### src/hw/rtl/btpc_pkg.sv
// shared types and helpers for the barometric compensation pipeline
`timescale 1ns / 1ps
`default_nettype none
package btpc_pkg;
    localparam int CalW = 48;
    localparam int CfgIdxW = 2;
    localparam logic [CfgIdxW-1:0] RegCalTemp = 2'd0;
    localparam logic [CfgIdxW-1:0] RegCalPressA = 2'd1;
    localparam logic [CfgIdxW-1:0] RegCalPressB = 2'd2;
    localparam logic [CfgIdxW-1:0] RegCalPressC = 2'd3;
    localparam int DivSteps = 32;

    // sign-extended calibration word
    function automatic logic [31:0] sw(input logic [15:0] w);
        sw = {{16{w[15]}}, w};
    endfunction

    // low 32 bits of a product of two 32-bit patterns
    function automatic logic [31:0] mul32(input logic [31:0] a, input logic [31:0] b);
        logic [63:0] p;
        p = a * b;
        mul32 = p[31:0];
    endfunction

    // arithmetic right shift of a 32-bit two's complement pattern
    function automatic logic [31:0] asr32(input logic [31:0] x, input int s);
        asr32 = $unsigned($signed(x) >>> s);
    endfunction

    // stage payload of the divider
    typedef struct packed {
        logic [31:0] rem;
        logic [31:0] quo;
        logic [31:0] num;
        logic [31:0] den;
        logic        hi_path;
        logic        ok;
        logic [31:0] fine;
        logic [31:0] centi;
    } div_item_t;
endpackage
`default_nettype wire

### src/hw/rtl/btpc_div_stage.sv
// one restoring-division step of the pipelined unsigned divider
`timescale 1ns / 1ps
`default_nettype none
module btpc_div_stage (
    input  var btpc_pkg::div_item_t d_in,
    output var btpc_pkg::div_item_t d_out
);
    logic [32:0] trial;
    logic [32:0] shifted;
    always_comb begin
        d_out = d_in;
        shifted = {d_in.rem, d_in.num[31]};
        trial = shifted - {1'b0, d_in.den};
        d_out.num = {d_in.num[30:0], 1'b0};
        if (!trial[32]) begin
            d_out.rem = trial[31:0];
            d_out.quo = {d_in.quo[30:0], 1'b1};
        end else begin
            d_out.rem = shifted[31:0];
            d_out.quo = {d_in.quo[30:0], 1'b0};
        end
    end
endmodule
`default_nettype wire

### config.mk
export PLATFORM = sky130hd
export DESIGN_NAME = btpc_div_stage
export DESIGN_NICKNAME = d
export VERILOG_FILES = /design/src/hw/rtl/btpc_pkg.sv /design/src/hw/rtl/btpc_div_stage.sv
export SDC_FILE = /design/constraint.sdc
export NUM_CORES = 1
export LEC_CHECK = 0
export BUFFER_PORTS_ARGS = -buffer_cell sky130_fd_sc_hd__buf_2
export CELL_PAD_IN_SITES_DETAIL_PLACEMENT = 0
export CELL_PAD_IN_SITES_GLOBAL_PLACEMENT = 1
export CORE_AREA = 2 2 151 153
export DETAILED_ROUTE_END_ITERATION = 6
export DIE_AREA = 0 0 153 155
export GPL_ROUTABILITY_DRIVEN = 0
export GPL_TIMING_DRIVEN = 0
export PLACE_DENSITY_LB_ADDON = 0.1
export SYNTH_ARGS = -nofsm -noshare
export SYNTH_HDL_FRONTEND = slang
export SYNTH_SLANG_ARGS = --single-unit
### constraint.sdc
create_clock -name vclk -period 7.8
set_input_delay 0.39 -clock vclk [all_inputs]
set_output_delay 0.39 -clock vclk [all_outputs]
set_load 0.05 [all_outputs]
==> impl_metrics.py, run 1 <==
metrics = {
    "power": {
        "total_power_uw": 700.9,
        "p_sw_share_pct": 68.12,
        "power_frac_seq_pct": 0,
        "switching_power_uw": 477.5,
        "p_int_uw": 223.4,
        "ir_worst_vdd_uv": 49.52,
        "pwr-share-comb_pct": 100.0,
        "powerDensity_nw_per_um2": 131.9,
        "clockPowerShare_pct": 0,
        "power.leakage_nw": 3.070,
    },
    "die": {
        "die_w_um": 153,
        "io_pins": 388,
        "row_count": 55,
        "initial_core_util_pct": 16.49,
        "core_um2": 22230,
        "die-area_um2": 23720,
        "die_h_um": 155,
    },
    "critical_path": {
        "worst_setup_path_end_kind": "output port",
        "cp_max_fo": 10,
        "crit_family": "compound AO/OA/AOI/OAI gates",
        "cp_slowest_cell": "clkbuf_1",
        "cp.required_ns": 7.41,
        "crit_type": "input pin to output port",
        "crit_buf_inv": 4,
        "critPathArrivalTime_ns": 3.86,
        "cp_common_cell": "buf_2",
        "max_stage_delay_ns": 0.59,
        "start_kind": "input pin",
        "cp_cell_sequence": "buf_2 -> inv_1 -> ha_1 -> a21oi_2 -> o211ai_1 -> a221o_1 -> a211o_1 -> o21a_1 -> o211ai_4 -> clkbuf_1 -> nand2_1 -> o21ai_0 -> buf_2",
    },
    "logic_synthesis": {
        "syn_avg_cell_area_um2": 7.023,
        "synth_top_area_share_pct": 32.97,
        "yosys_warnings": 0,
        "ys_top_cells_by_area": "buf_4 (33%), ha_1 (11%), mux2_4 (7.4%)",
        "synthCells": 522,
        "syn_area_um2": 3666,
        "syn_nets": 749,
        "ys_seq_area_share_pct": 0,
        "synth_cell_types": 50,
        "yosysTopAreaCell": "buf_4",
    },
    "status": {
        "status": "finished, final reports clean",
    },
    "layout": {
        "drive_gt1_share_pct": 57.18,
        "multi_input_area_um2": 2220,
        "regArea_um2": 0,
        "clkbuf_count": 0,
        "nFlopsAndLatches": 0,
        "diodes": 0,
        "fillers": 2535,
        "finalNetCount": 1009,
        "synthToLayoutAreaGrowth_pct": 44.95,
    },
    "timing": {
        "drv_slew": 0,
        "hold_viol": 0,
        "hold_slack_ns": 1.081,
        "min_period_over_period_pct": 54.53,
        "slew_headroom_pct": 53.70,
        "rsz0062_at_grt": "no",
        "finalSetupViolations": 0,
        "worst_pin_slew_ns": 0.6945,
        "fmax_mhz": 235.1,
        "tns_ns": 0,
        "period_needed_ns": 4.253,
    },
    "global_route": {
        "grt.total_usage_pct": 10.40,
        "grt_pass1_wl_mm": 20.64,
        "grt_overflow": 0,
        "grt_pass1_vias": 4089,
        "grt_max_degree": 11,
        "antenna_found_initial": 0,
    },
    "placement": {
        "dp_hpwl_mm": 12.42,
        "port_buffers": 258,
    },
    "hold_path": {
        "hp-start": "d_in[12]",
        "min_to": "d_out[12]",
        "holdPathStages": 2,
        "hold_class": "input pin to output port",
    },
    "flow_run": {
        "cap_violations": 0,
    },
    "routing": {
        "ant_nets": 0,
        "postRouteWirelength_mm": 13.80,
        "vias": 4240,
        "wl_per_cell_um": 12.95,
        "drt_first_pass_iters": 4,
        "via_per_inst": 3.981,
        "drt_iter0_drc": 102,
        "drc_errors": 0,
    },
    "clock_tree": {
        "postCtsSetupRepairBufs": 0,
        "cts_resized": 0,
        "ctsHoldBuffers": 0,
    },
}
==> area by class of cell <==
type,count,share of cell area [%]
Buffer,176,24.25
Inverter,42,2.967
Multi-Input combinational cell,304,41.77
Tap cell,285,6.711
Timing Repair Buffer,258,24.30
==> logic make-up after synthesis <==
| kind of cell | Yosys count | synth area share [%] |
|---|---|---|
| compound gates | 120 | 21.74 |
| mux | 18 | 7.372 |
| fa+ha+maj | 33 | 11.47 |
| buf+inv | 218 | 39.45 |
| other cells | 1 | 0.1023 |
| xor+xnor | 24 | 5.734 |
| simple gates | 108 | 14.13 |
==> synth_stat cells, types with 3 or more instances <==
library cell,count
o31ai_1,5
o21a_1,6
clkbuf_1,11
nand3_1,11
nand4_1,7
a21oi_1,34
mux2_4,18
a21o_1,15
nor2_1,16
inv_1,41
nand2b_1,5
a211oi_1,4
and3_1,6
ha_1,32
o21ai_0,24
buf_6,3
o211ai_1,8
xnor2_1,14
nand2_1,44
and2_1,3
o21bai_1,5
xor2_1,10
nor3_1,4
nor2b_1,5
buf_4,161
==> layer usage <==
metal	routed length, µm	GRT usage (%)
met1	5430	11.98
met2	7297	20.95
met3	937	1.393
met4	130	0.9700
met5	0	0
==> per-stage QoR <==
step | cell area (µm²) | setup slack [ns] | cells | utilization (%)
after detailed placement | 5314 | 3.465 | 1065 | 23.91
after CTS | 5314 | 3.452 | 1065 | 23.91
after global placement | 5314 | 3.471 | 1065 | 23.91
after global routing | 5314 | 3.235 | 1065 | 23.91
final | 5314 | 3.547 | 1065 | 23.91
after floorplan | 3666 | 3.585 | 522 | -
==> placed cells by master (no fill, tap or decap), types with 6 or more instances in the layout <==
cell type    n
nand2_1     44
and3_1       6
inv_1       41
a21o_1      15
buf_2      259
clkbuf_1    11
xor2_1      10
o211ai_1     8
nand3_1     11
ha_1        32
o21ai_0     24
buf_4      161
xnor2_1     14
mux2_4      18
o21a_1       6
a21oi_1     34
nor2_1      16
nand4_1      7
==> power by group through the flow <==
stage | logic [mW] | clock network (mW) | registers, mW
after CTS | 0.710 | 0 | 0
after global placement | 0.708 | 0 | 0
after floorplan | 0.556 | 0 | 0
final | 0.701 | 0 | 0
after global routing | 0.748 | 0 | 0
after detailed placement | 0.708 | 0 | 0
==> worst max path at each step <==
stage               depth (start not counted)          to  startpoint  slack [ns]
floorplan                                  10  d_out[188]    d_in[82]        3.58
global placement                           13  d_out[175]    d_in[66]        3.47
detailed placement                         13  d_out[175]    d_in[66]        3.47
CTS                                        13  d_out[175]    d_in[66]        3.45
global route                               14  d_out[175]   d_in[129]        3.23
finish                                     13  d_out[175]    d_in[79]        3.55
(Power assumes the default switching activity.)
==> run 2, diff against run 1 <==
- CORE_AREA: 2 2 151 153 -> 2 2 150 152
- DIE_AREA: 0 0 153 155 -> 0 0 152 154
- clock period: 7.8 -> 4.4 ns (I/O delays scaled with it)
==> impl_metrics.py, run 2 (synthesis results as in run 1) <==
metrics = {
    "critical_path": {
        "crit_type": "input pin to output port",
        "cp_cell_sequence": "buf_2 -> inv_1 -> ha_1 -> a21oi_2 -> o211ai_1 -> a221o_1 -> a211o_1 -> o21a_1 -> o211ai_4 -> clkbuf_1 -> nand2_1 -> o21ai_0 -> buf_2",
        "start_kind": "input pin",
        "cp.required_ns": 4.18,
        "cp_slowest_cell": "clkbuf_1",
        "worst_setup_path_end_kind": "output port",
        "cp_max_fo": 10,
        "critPathArrivalTime_ns": 3.59,
        "max_stage_delay_ns": 0.53,
        "crit_buf_inv": 4,
        "cp_common_cell": "buf_2",
        "crit_family": "compound AO/OA/AOI/OAI gates",
    },
    "timing": {
        "drv_slew": 0,
        "fmax_mhz": 262.8,
        "hold_viol": 0,
        "slew_headroom_pct": 59.84,
        "period_needed_ns": 3.806,
        "tns_ns": 0,
        "worst_pin_slew_ns": 0.6024,
        "setup_slack_ns": 0.5945,
        "finalSetupViolations": 0,
        "min_period_over_period_pct": 86.49,
        "rsz0062_at_grt": "no",
    },
    "power": {
        "ir_worst_vdd_uv": 88.09,
        "powerDensity_nw_per_um2": 234.2,
        "power.leakage_nw": 3.070,
    },
    "clock_tree": {
        "ctsHoldBuffers": 0,
        "cts_resized": 0,
        "postCtsSetupRepairBufs": 0,
    },
    "hold_path": {
        "hp-start": "d_in[42]",
        "min_to": "d_out[42]",
        "hold_class": "input pin to output port",
        "holdPathStages": 2,
    },
    "routing": {
        "drc_errors": 0,
        "drt_iter0_drc": 151,
        "ant_nets": 0,
        "via_per_inst": 3.964,
        "vias": 4202,
        "wl_per_cell_um": 12.95,
        "postRouteWirelength_mm": 13.73,
        "drt_first_pass_iters": 4,
    },
    "die": {
        "core_um2": 21690,
        "die-area_um2": 23410,
        "die_w_um": 152,
        "initial_core_util_pct": 16.90,
        "die_h_um": 154,
        "row_count": 54,
        "io_pins": 388,
    },
    "placement": {
        "pre_cts_ws_ns": 0.4309,
        "port_buffers": 258,
        "dp_hpwl_mm": 12.28,
        "dp_cells": 1060,
    },
    "layout": {
        "clkbuf_count": 0,
        "final_common_cell": "buf_2",
        "fillers": 2466,
        "regArea_um2": 0,
        "synthToLayoutAreaGrowth_pct": 44.78,
        "finalNetCount": 1009,
        "final_cells": 1060,
        "final_cell_mix": "buf_2 (259), buf_4 (161), nand2_1 (44)",
        "diodes": 0,
        "drive_gt1_share_pct": 57.18,
        "nFlopsAndLatches": 0,
        "multi_input_area_um2": 2220,
    },
    "global_route": {
        "grt_max_degree": 11,
        "antenna_found_initial": 0,
        "grt_pass1_vias": 4163,
        "grt.total_usage_pct": 10.48,
        "grt_pass1_wl_mm": 20.80,
        "grt_overflow": 0,
    },
    "status": {
        "status": "finished, final reports clean",
    },
    "flow_run": {
        "cap_violations": 0,
    },
}
==> run 2: cell counts in the layout (fill, tap and decap cells not counted) <==
No cell type changed its count.
==> run 2: layout make-up <==
type	count	area share, %
Multi-Input combinational cell	304	41.82
Timing Repair Buffer	258	24.33
Buffer	176	24.28
Tap cell	280	6.601
Inverter	42	2.970
==> run 2: stage by stage <==
step | area, µm² | utilization, % | hold WS (ns) | power (mW)
5_1_grt | 5308 | 24.47 | 0.7430 | 1.324
4_1_cts | 5308 | 24.47 | 0.7422 | 1.259
2_1_floorplan | 3666 | - | 0.6071 | 0.9852
3_5_place_dp | 5308 | 24.47 | 0.7423 | 1.254
3_3_place_gp | 5308 | 24.47 | 0.7429 | 1.253
6_report | 5308 | 24.47 | 0.7415 | 1.243
==> run 2: power by group <==
| group | leakage [nW] | total (mW) | switching, mW | internal [mW] |
|---|---|---|---|---|
| logic | 3.07 | 1.24 | 0.847 | 0.396 |
| clock network | 0 | 0 | 0 | 0 |
| registers | 0 | 0 | 0 | 0 |
==> run 2: worst max-delay path by stage <==
| stage | startpoint | depth (start not counted) | to |
|---|---|---|---|
| floorplan | d_in[82] | 10 | d_out[188] |
| global placement | d_in[79] | 13 | d_out[175] |
| detailed placement | d_in[79] | 13 | d_out[174] |
| CTS | d_in[79] | 13 | d_out[174] |
| global route | d_in[79] | 13 | d_out[173] |
| finish | d_in[79] | 13 | d_out[174] |
==> run 2: metal layers <==
metal / wire (µm) / GRT usage [%]
met2: 7167 / 20.42
met1: 5565 / 12.71
met3: 854 / 1.071
met4: 142 / 1.068
met5: 0 / 0
